**src/design/tlc_pkg.sv**
```systemverilog
// shared types, constants and helpers of the two-way traffic light controller
// no dependencies; imported by tlc_next, the top level and its checker

package tlc_pkg;

   localparam int unsigned TICK_W    = 7;
   localparam int unsigned BCD_W     = 8;
   localparam int unsigned DIGIT_N   = 4;
   localparam int unsigned CSR_IDX_W = 2;

   localparam logic [TICK_W-1:0] TICKS_MIN = 7'd1;
   localparam logic [TICK_W-1:0] TICKS_MAX = 7'd99;

   localparam logic [TICK_W-1:0] LONG_GREEN_RESET  = 7'd20;
   localparam logic [TICK_W-1:0] SHORT_GREEN_RESET = 7'd12;
   localparam logic [TICK_W-1:0] YELLOW_RESET      = 7'd3;

   // register indexes of the csr port
   localparam logic [CSR_IDX_W-1:0] CSR_LONG_GREEN  = 2'd0;
   localparam logic [CSR_IDX_W-1:0] CSR_SHORT_GREEN = 2'd1;
   localparam logic [CSR_IDX_W-1:0] CSR_YELLOW      = 2'd2;

   // digit enable patterns
   localparam logic [DIGIT_N-1:0] DIGITS_OFF        = 4'h0;
   localparam logic [DIGIT_N-1:0] DIGITS_ALL        = 4'hF;
   localparam logic [DIGIT_N-1:0] DIGITS_STREET_ONE = 4'hC;
   localparam logic [DIGIT_N-1:0] DIGITS_STREET_TWO = 4'h3;

   localparam logic STREET_ONE = 1'b0;
   localparam logic STREET_TWO = 1'b1;

   typedef enum logic [1:0] {
      LAMP_RED    = 2'd0,
      LAMP_YELLOW = 2'd1,
      LAMP_GREEN  = 2'd2
   } lamp_type;

   typedef enum logic [1:0] {
      PH_FAV_GREEN   = 2'd0,
      PH_FAV_YELLOW  = 2'd1,
      PH_OTH_GREEN   = 2'd2,
      PH_OTH_YELLOW  = 2'd3
   } phase_type;

   typedef struct packed {
      phase_type         phase;
      logic [TICK_W-1:0] remaining;
      logic              favoured;
      logic              manual;
      logic              pending;
   } ctl_state_type;

   typedef struct packed {
      logic [TICK_W-1:0] long_green;
      logic [TICK_W-1:0] short_green;
      logic [TICK_W-1:0] yellow;
   } timing_type;

   typedef struct packed {
      lamp_type           street_one;
      lamp_type           street_two;
      logic [BCD_W-1:0]   countdown;
      logic [DIGIT_N-1:0] enables;
   } result_type;

   function automatic logic [TICK_W-1:0] clamp_ticks(input logic [TICK_W-1:0] v);
      logic [TICK_W-1:0] r;
      if (v < TICKS_MIN) begin
         r = TICKS_MIN;
      end else if (v > TICKS_MAX) begin
         r = TICKS_MAX;
      end else begin
         r = v;
      end
      return r;
   endfunction

   // tens digit by reciprocal multiply, exact below 100
   function automatic logic [BCD_W-1:0] to_bcd(input logic [TICK_W-1:0] v);
      logic [TICK_W-1:0] c;
      logic [13:0]       prod;
      logic [3:0]        tens;
      logic [TICK_W-1:0] ones;
      c    = (v > TICKS_MAX) ? TICKS_MAX : v;
      prod = 14'(c) * 14'd103;
      tens = prod[13:10];
      ones = c - TICK_W'(tens) * 7'd10;
      return {tens, ones[3:0]};
   endfunction

endpackage

```
**src/design/tlc_next.sv**
```systemverilog
// next-state and display logic for one tick of the traffic light controller
// depends on tlc_pkg

module tlc_next (
   input  tlc_pkg::ctl_state_type cur,
   input  tlc_pkg::timing_type    timing,
   input  logic                   hold,
   input  logic                   button,
   output tlc_pkg::ctl_state_type nxt,
   output tlc_pkg::result_type    res
);
   import tlc_pkg::*;

   lamp_type          fav_lamp;
   lamp_type          oth_lamp;
   lamp_type          one_lamp;
   lamp_type          two_lamp;
   logic              pend;
   logic              start;
   logic [TICK_W-1:0] next_len;
   phase_type         next_phase;

   // lamps of the automatic phase relative to the favoured street
   always_comb begin
      case (cur.phase)
         PH_FAV_GREEN: begin
            fav_lamp = LAMP_GREEN;
            oth_lamp = LAMP_RED;
         end
         PH_FAV_YELLOW: begin
            fav_lamp = LAMP_YELLOW;
            oth_lamp = LAMP_RED;
         end
         PH_OTH_GREEN: begin
            fav_lamp = LAMP_RED;
            oth_lamp = LAMP_GREEN;
         end
         default: begin
            fav_lamp = LAMP_RED;
            oth_lamp = LAMP_YELLOW;
         end
      endcase
      one_lamp = (cur.favoured == STREET_ONE) ? fav_lamp : oth_lamp;
      two_lamp = (cur.favoured == STREET_ONE) ? oth_lamp : fav_lamp;
   end

   assign pend       = cur.pending | button;
   assign start      = !cur.manual && hold && pend;
   assign next_phase = phase_type'(cur.phase + 2'd1);

   always_comb begin
      case (next_phase)
         PH_FAV_GREEN: next_len = clamp_ticks(timing.long_green);
         PH_OTH_GREEN: next_len = clamp_ticks(timing.short_green);
         default:      next_len = clamp_ticks(timing.yellow);
      endcase
   end

   always_comb begin
      logic              fav;
      logic [TICK_W-1:0] rem;
      fav         = cur.favoured;
      rem         = cur.remaining;
      nxt         = cur;
      nxt.pending = pend;
      res.street_one = one_lamp;
      res.street_two = two_lamp;
      res.countdown  = '0;
      res.enables    = DIGITS_OFF;

      // a served press swaps right of way: the red street becomes favoured
      if (start) begin
         fav         = (one_lamp == LAMP_RED) ? STREET_ONE : STREET_TWO;
         rem         = clamp_ticks(timing.yellow);
         nxt.pending = 1'b0;
      end

      if (cur.manual || start) begin
         res.street_one = (fav == STREET_ONE) ? LAMP_RED : LAMP_YELLOW;
         res.street_two = (fav == STREET_ONE) ? LAMP_YELLOW : LAMP_RED;
         res.countdown  = to_bcd(rem);
         res.enables    = (fav == STREET_ONE) ? DIGITS_STREET_ONE : DIGITS_STREET_TWO;
         nxt.favoured   = fav;
         if (rem <= TICKS_MIN) begin
            nxt.manual    = 1'b0;
            nxt.phase     = PH_FAV_GREEN;
            nxt.remaining = clamp_ticks(timing.long_green);
         end else begin
            nxt.manual    = 1'b1;
            nxt.remaining = rem - 7'd1;
         end
      end else if (!hold) begin
         res.countdown = to_bcd(rem);
         res.enables   = DIGITS_ALL;
         if (rem <= TICKS_MIN) begin
            nxt.phase     = next_phase;
            nxt.remaining = next_len;
         end else begin
            nxt.remaining = rem - 7'd1;
         end
      end
   end

endmodule

```
**src/design/two_way_traffic_light_controller_unit.sv**
```systemverilog
// Two-way traffic light controller. Each req beat is one display tick with the
// hold switch and a button event; each tick yields exactly one rsp beat with
// both street lamps, the BCD countdown and the digit enables. The controller
// state updates at the accepting edge and the result lands in the output
// register, so one tick per cycle is sustained while rsp_ready stays high,
// and a tick is accepted whenever the output register is empty or being
// drained in the same cycle. Timing registers (long green, short green,
// yellow, in ticks) are written through the csr port; 0 acts as 1 and
// values above 99 act as 99.
// depends on tlc_pkg and tlc_next

module two_way_traffic_light_controller_unit (
   input  logic                            clock,
   input  logic                            reset,
   input  logic                            req_valid,
   output logic                            req_ready,
   input  logic                            req_hold_switch,
   input  logic                            req_button_press,
   output logic                            rsp_valid,
   input  logic                            rsp_ready,
   output logic [1:0]                      rsp_street_one_lamp,
   output logic [1:0]                      rsp_street_two_lamp,
   output logic [tlc_pkg::BCD_W-1:0]       rsp_countdown_bcd,
   output logic [tlc_pkg::DIGIT_N-1:0]     rsp_digit_enables,
   input  logic                            csr_write_enable,
   input  logic [tlc_pkg::CSR_IDX_W-1:0]   csr_index,
   input  logic [tlc_pkg::TICK_W-1:0]      csr_data
);
   import tlc_pkg::*;

   timing_type    timing_ff;
   ctl_state_type state_ff;
   ctl_state_type state_in;
   result_type    result_ff;
   result_type    result_in;
   logic          rsp_valid_ff;
   logic          accept;

   assign req_ready = !rsp_valid_ff || rsp_ready;
   assign accept    = req_valid && req_ready;

   tlc_next u_next (
      .cur    (state_ff),
      .timing (timing_ff),
      .hold   (req_hold_switch),
      .button (req_button_press),
      .nxt    (state_in),
      .res    (result_in)
   );

   always_ff @(posedge clock) begin
      if (reset) begin
         timing_ff.long_green  <= LONG_GREEN_RESET;
         timing_ff.short_green <= SHORT_GREEN_RESET;
         timing_ff.yellow      <= YELLOW_RESET;
      end else if (csr_write_enable) begin
         case (csr_index)
            CSR_LONG_GREEN:  timing_ff.long_green  <= csr_data;
            CSR_SHORT_GREEN: timing_ff.short_green <= csr_data;
            CSR_YELLOW:      timing_ff.yellow      <= csr_data;
            default:         ;
         endcase
      end
   end

   always_ff @(posedge clock) begin
      if (reset) begin
         state_ff.phase     <= PH_FAV_GREEN;
         state_ff.remaining <= LONG_GREEN_RESET;
         state_ff.favoured  <= STREET_TWO;
         state_ff.manual    <= 1'b0;
         state_ff.pending   <= 1'b0;
         rsp_valid_ff       <= 1'b0;
      end else begin
         if (accept) begin
            state_ff <= state_in;
         end
         if (accept) begin
            rsp_valid_ff <= 1'b1;
         end else if (rsp_ready) begin
            rsp_valid_ff <= 1'b0;
         end
      end
   end

   always_ff @(posedge clock) begin
      if (accept) begin
         result_ff <= result_in;
      end
   end

   assign rsp_valid           = rsp_valid_ff;
   assign rsp_street_one_lamp = result_ff.street_one;
   assign rsp_street_two_lamp = result_ff.street_two;
   assign rsp_countdown_bcd   = result_ff.countdown;
   assign rsp_digit_enables   = result_ff.enables;

endmodule

```
**config.mk**
```make
export PLATFORM = sky130hd
export DESIGN_NAME = two_way_traffic_light_controller_unit
export DESIGN_NICKNAME = d
export VERILOG_FILES = /design/src/design/tlc_pkg.sv /design/src/design/tlc_next.sv /design/src/design/two_way_traffic_light_controller_unit.sv
export SDC_FILE = /design/constraint.sdc
export NUM_CORES = 1
export LEC_CHECK = 0
export BUFFER_PORTS_ARGS = -buffer_cell sky130_fd_sc_hd__buf_2
export CAP_MARGIN = 20
export CORE_ASPECT_RATIO = 2
export CORE_MARGIN = 2
export CORE_UTILIZATION = 29
export DETAILED_ROUTE_END_ITERATION = 10
export GPL_TIMING_DRIVEN = 0
export HOLD_SLACK_MARGIN = 0.05
export SYNTH_ARGS = -nofsm -noshare
export SYNTH_HDL_FRONTEND = slang
export SYNTH_SLANG_ARGS = --single-unit
```
**constraint.sdc**
```tcl
create_clock -name clock -period 7.9 [get_ports clock]
set_clock_uncertainty 0.05 [all_clocks]
set_input_delay 1.975 -clock clock [delete_from_list [all_inputs] [get_ports clock]]
set_output_delay 1.975 -clock clock [all_outputs]
set_load 0.01 [all_outputs]
```
* Yosys cells after proc, flatten, opt, wreduce, memory -nomap -nowiden
Index checks and enable logic that the tools add are counted.
Widths: inputs -> output; s select.
** Storage, ports and cells
- Output and inout port bits :: 18
- Register bits :: 50
- Word-level logic and storage cells :: 83
** Operators by class
- Mux-type cells :: 31
- Add/subtract/negate cells :: 3
- Bitwise gates (word level) :: 1
- Magnitude comparators :: 8
- Multipliers :: 2
- Reductions and logical operators :: 19
- Equality and inequality tests :: 6
** Operators by type and width (count)
- $mux 7 :: 10
- $gt 7x7->1 const B :: 4
- $mux 12 :: 2
- $lt 7x1->1 const B :: 3
- $mux 9 :: 2
- $mul 7x7->14 const B :: 1
- $pmux 7 s2 :: 1
- $reduce_and 2->1 :: 5
- $logic_not 2->1 :: 4
- $mux 1 :: 8
- $mux 2 :: 4
- $mux 4 :: 2
- $pmux 2 s2 :: 2
- $le 7x1->1 const B :: 1
- $sub 7x1->7 const B :: 1
- $eq 2x2->1 const B :: 3
- $eq 2x1->1 const B :: 2
- $mul 4x3->3 const B :: 1
- $sub 4x4->4 :: 1
- $logic_and 1x1->1 :: 3
- $reduce_and 3->1 :: 1
- $add 2x1->2 const B :: 1
- $logic_not 1->1 :: 2
- $logic_or 1x1->1 :: 2
- other kinds (4) :: 4

* Longest topological paths before layout
- Depth after elaboration :: 11
- Depth in mapped cells :: 24
- Gate-level depth less buffers :: 23

* Modules after synthesis
From an unflattened synthesis, not the netlist that was laid out.
** Unflattened totals
- Cells, all modules :: 438
- Area total of the unflattened synthesis :: 3895.0 um2
** By module, submodules not included
- tlc_next :: cells each 279, seq. area each 0.0 um2, area an instance 2063.2 um2, times used 1
- two_way_traffic_light_controller_unit :: cells each 159, seq. area each 1161.1 um2, area an instance 1831.8 um2, times used 1

* Worst setup path before layout
Ideal clock, no wire load.
- Kind :: input port to flip-flop
- Start point :: input req_hold_switch
- End point :: register result_ff, in the netlist rsp_countdown_bcd[3] (data pin)
- Setup time :: 0.256 ns
- Required time :: 7.594 ns
- Data arrival time :: 6.750 ns
- Stages on the path :: 22
- Path buffers :: 1
- Setup slack :: 0.844 ns
- Cell sequence :: nand2b_1 -> nor2_1 -> buf_2 -> mux2i_1 -> inv_1 -> ha_1 -> ha_1 -> inv_1 -> fa_1 -> fa_1 -> inv_1 -> ha_1 -> a211oi_1 -> nor2_1 -> o32a_1 -> xnor2_1 -> xor2_1 -> ha_1 -> a2111oi_2 -> nor2b_1 -> o21bai_1 -> nand2_1
** RTL lines
- start: declaration :: line two_way_traffic_light_controller_unit.sv:17 : input logic req_hold_switch,
- end signal: assignment :: line two_way_traffic_light_controller_unit.sv:88 : result_ff <= result_in;
- end: declaration :: line two_way_traffic_light_controller_unit.sv:34 : result_type result_ff;

==> impl_metrics.ini <==
[placed_design]
gp_congestion = 0.8851
port_buffers = 33
placed_area_um2 = 4028
dp_cells = 593
place_hpwl_um = 8347

[synth]
yosysTopAreaCellShare_pct = 18.52
synth.largest_area_cell = dfxtp_1
syn_nets = 478
syn_inst = 410
synth_simple_gate_area_share_pct = 16.72
synth_common_cells = ha_1 (44), nor2_1 (42), dfxtp_1 (34)
synthesis.area_um2 = 3675
seq_area_frac_synth_pct = 29.96
synthFlopType = dfxtp_1
synthTopCellsByArea = dfxtp_1 (19%), ha_1 (15%), edfxtp_1 (11%)
synth_compound_area_share_pct = 19.03
synth_enable_flop_cells = 14
synth_top_family_by_area = adder cells
synth-xor-area-share_pct = 2.860
yosys_warnings = 0
synthArstFlopShare_pct = 0
synth_area_per_cell_um2 = 8.963
yosys.cell_count.top_type = ha_1
synth_seq_cells = 48
synthMuxAreaShare_pct = 6.844
synth_fa_ha_area_share_pct = 19.34
yosysUniqueCellTypes = 60

[routing]
vias = 3188
met2RoutedLength_um = 5972
wire_per_inst_um = 16.68
final_antenna_net_count = 0
top_layer = met4
drt_wl_total_um = 10030
met3_length_um = 245
via_per_inst = 5.304
first_pass_iters = 5
drc_errors = 0
drt_iter0_drc = 152
m1WireLength_um = 3268

[final_layout]
final-instance-count-excl-fill = 601
final_nets = 518
fill_cells = 1311
drive_above_1_share_pct = 13.30
antenna_cells = 0
syn2layout_area_growth_pct = 15.15
fin_area_um2 = 4232

[sta]
finalSetupViolations = 0
period_needed_ns = 7.502
hold_viol = 0
worst_pin_slew_ns = 0.7029
relSlewSlack_pct = 52.97
maxSlewViolCount = 0
clock.fmax_mhz = 133.3
min_period_over_period_pct = 94.96
rsz0062_at_grt = false

[critical_path]
cp_data_required_time_ns = 7.90
r2r_start = state_ff[1]
cp.arrival_ns = 7.50
ff2ff_path_depth = 23
worstSetupPathType = primary input to flop
start_kind = primary input
critPathMaxFanout = 10
r2r_end = rsp_countdown_bcd[3]
crit_path_end_kind = flop
r2r_setup_slack_ns = 1.76

[die]
io_pins = 34
dieHeight_um = 163.2
rows = 58
die_area_um2 = 13640
die_w_um = 83.60
start_util_pct = 29.44
core_um2 = 12480

[cts]
cts_tree = done
cts_root_buf = clkbuf_16
clock_sinks = 48
clock_latency_ns = 0.29
h-tree-depth = 2
clkTransAtPathRegs_ns = 0.06
post_cts_buffers = 0
clk_path_buf_depth = 2
cts_hold_buffers = 0
cts.repair.resized = 1
cts_made_buffers = 5

[grt]
grt_use_total_pct = 14.97
grt_pass1_vias = 3342
grt_max_degree = 20
grt_overflow_total = 0
grt_antenna_before_repair = 0
grt_pass1_wl_um = 16190

[pwr]
power_density_nw_per_um2 = 235.7
leakagePower_nw = 1.923
peakVddDrop_v = 0.0001221

[outcome]
status = completed

[min_path]
whs_endpoint = state_ff[4]
holdPathStages = 2
min_from = state_ff[4]
hp-class = flop to flop

[job]
maxCapViolCount = 0
sequential cells by signal, summed over array words and instances, names as in the netlist:
name,flops
rsp_countdown_bcd,8
timing_ff,21
rsp_valid,1
state_ff,12
rsp_street_one_lamp,2
rsp_street_two_lamp,2
rsp_digit_enables,2
routing by layer:
layer | GRT usage, % | vias to the layer above
met3 | 1.971 | 34
li1 | - | 1565
met2 | 30.80 | 82
met5 | 0 | -
met1 | 13.00 | 1507
met4 | 9.457 | 0
critical path: stages:
cell and delay [ns]:
buf_2 0.13, nand2b_1 0.18, nor2_1 0.25, clkbuf_4 0.29, mux2i_4 0.32, nand2_1 0.17, ha_1 0.36, ha_1 0.33
inv_1 0.07, fa_1 0.50, fa_1 0.54, inv_1 0.04, ha_1 0.31, a211oi_2 0.25, nor3_1 0.09, a2111oi_1 0.57
nand2_1 0.20, ha_1 0.22, inv_1 0.05, ha_1 0.19, a2111oi_4 0.06, nor3b_1 0.17, o21bai_1 0.15, nand2_1 0.07
layout make-up:
class / count / area (um2) / area share (%)
repair buffers: 33 / 165.2 / 3.903
flip-flops and latches: 48 / 1101 / 26.02
clock buffers: 7 / 142.6 / 3.371
well taps: 150 / 187.7 / 4.435
clock inverters: 1 / 8.758 / 0.2070
plain buffers: 15 / 76.32 / 1.804
inverters: 32 / 120.1 / 2.839
multi-input cells: 315 / 2430 / 57.42
cells in the final DEF (no fill, tap or decap), drive strengths merged, types with 2 or more instances in the layout:
master | Yosys | routed
a2111oi | 3 | 3
a211oi | 6 | 6
a21boi | 2 | 2
a21o | 3 | 3
a21oi | 22 | 22
a221oi | 2 | 2
a22oi | 10 | 10
a311oi | 2 | 2
and2 | 6 | 6
and3 | 2 | 2
buf | 6 | 38
clkbuf | 9 | 17
dfxtp | 34 | 34
edfxtp | 14 | 14
fa | 8 | 8
ha | 44 | 44
inv | 32 | 32
mux2i | 24 | 24
nand2 | 31 | 31
nand2b | 5 | 5
nand3 | 8 | 8
nand3b | 2 | 2
nand4 | 5 | 5
nor2 | 44 | 44
nor2b | 4 | 4
nor3 | 8 | 8
nor3b | 2 | 2
nor4 | 3 | 3
o211a | 2 | 2
o211ai | 11 | 11
o21a | 2 | 2
o21ai | 16 | 16
o21bai | 2 | 2
o221ai | 3 | 3
o311ai | 2 | 2
o31a | 2 | 2
or2 | 2 | 2
or3 | 6 | 6
xnor2 | 9 | 9
xor2 | 3 | 3
cell families (layout without fill, tap and decap cells):
logic type | count (synthesis) | after routing
DFF | 48 | 48
xor gates and xnor gates | 12 | 12
and+or+nand+nor | 129 | 129
adders and majority gates | 52 | 52
muxes | 25 | 25
buffers and inverters | 47 | 88
AOI/OAI and AO/OA | 97 | 97
where the power goes:
part           internal (W)  switching, W  total (W)  leakage, nW
clock              0.000127     0.0000921   0.000219       0.0741
sequential         0.000290     0.0000139   0.000304        0.416
combinational      0.000198      0.000277   0.000474         1.43
how the worst max path moves through the flow:
stage	start	to	slack, ns	depth (start not counted)
floorplan	req_hold_switch	rsp_countdown_bcd[3]	0.84	22
global placement	req_hold_switch	rsp_countdown_bcd[3]	-0.33	24
detailed placement	req_button_press	rsp_countdown_bcd[3]	-0.46	24
CTS	req_hold_switch	rsp_countdown_bcd[3]	0.02	23
global route	req_hold_switch	rsp_countdown_bcd[3]	0.03	24
finish	req_hold_switch	rsp_countdown_bcd[3]	0.40	24
through the flow:
stage | setup slack (ns) | total power (W) | hold slack (ns) | util [%] | TNS (ns)
after detailed placement | -0.4609 | 0.0007680 | 0.4185 | 32.27 | -0.6492
after global routing | 0.02586 | 0.001075 | 0.4613 | 33.90 | 0
after global placement | -0.3325 | 0.0007481 | 0.4128 | 32.27 | -0.4268
after CTS | 0.02169 | 0.0009913 | 0.4292 | 33.49 | 0
after floorplan | 0.8441 | 0.0006360 | 0.3929 | - | 0
final | 0.3984 | 0.0009975 | 0.4360 | 33.90 | 0
(Power assumes the default switching activity.)
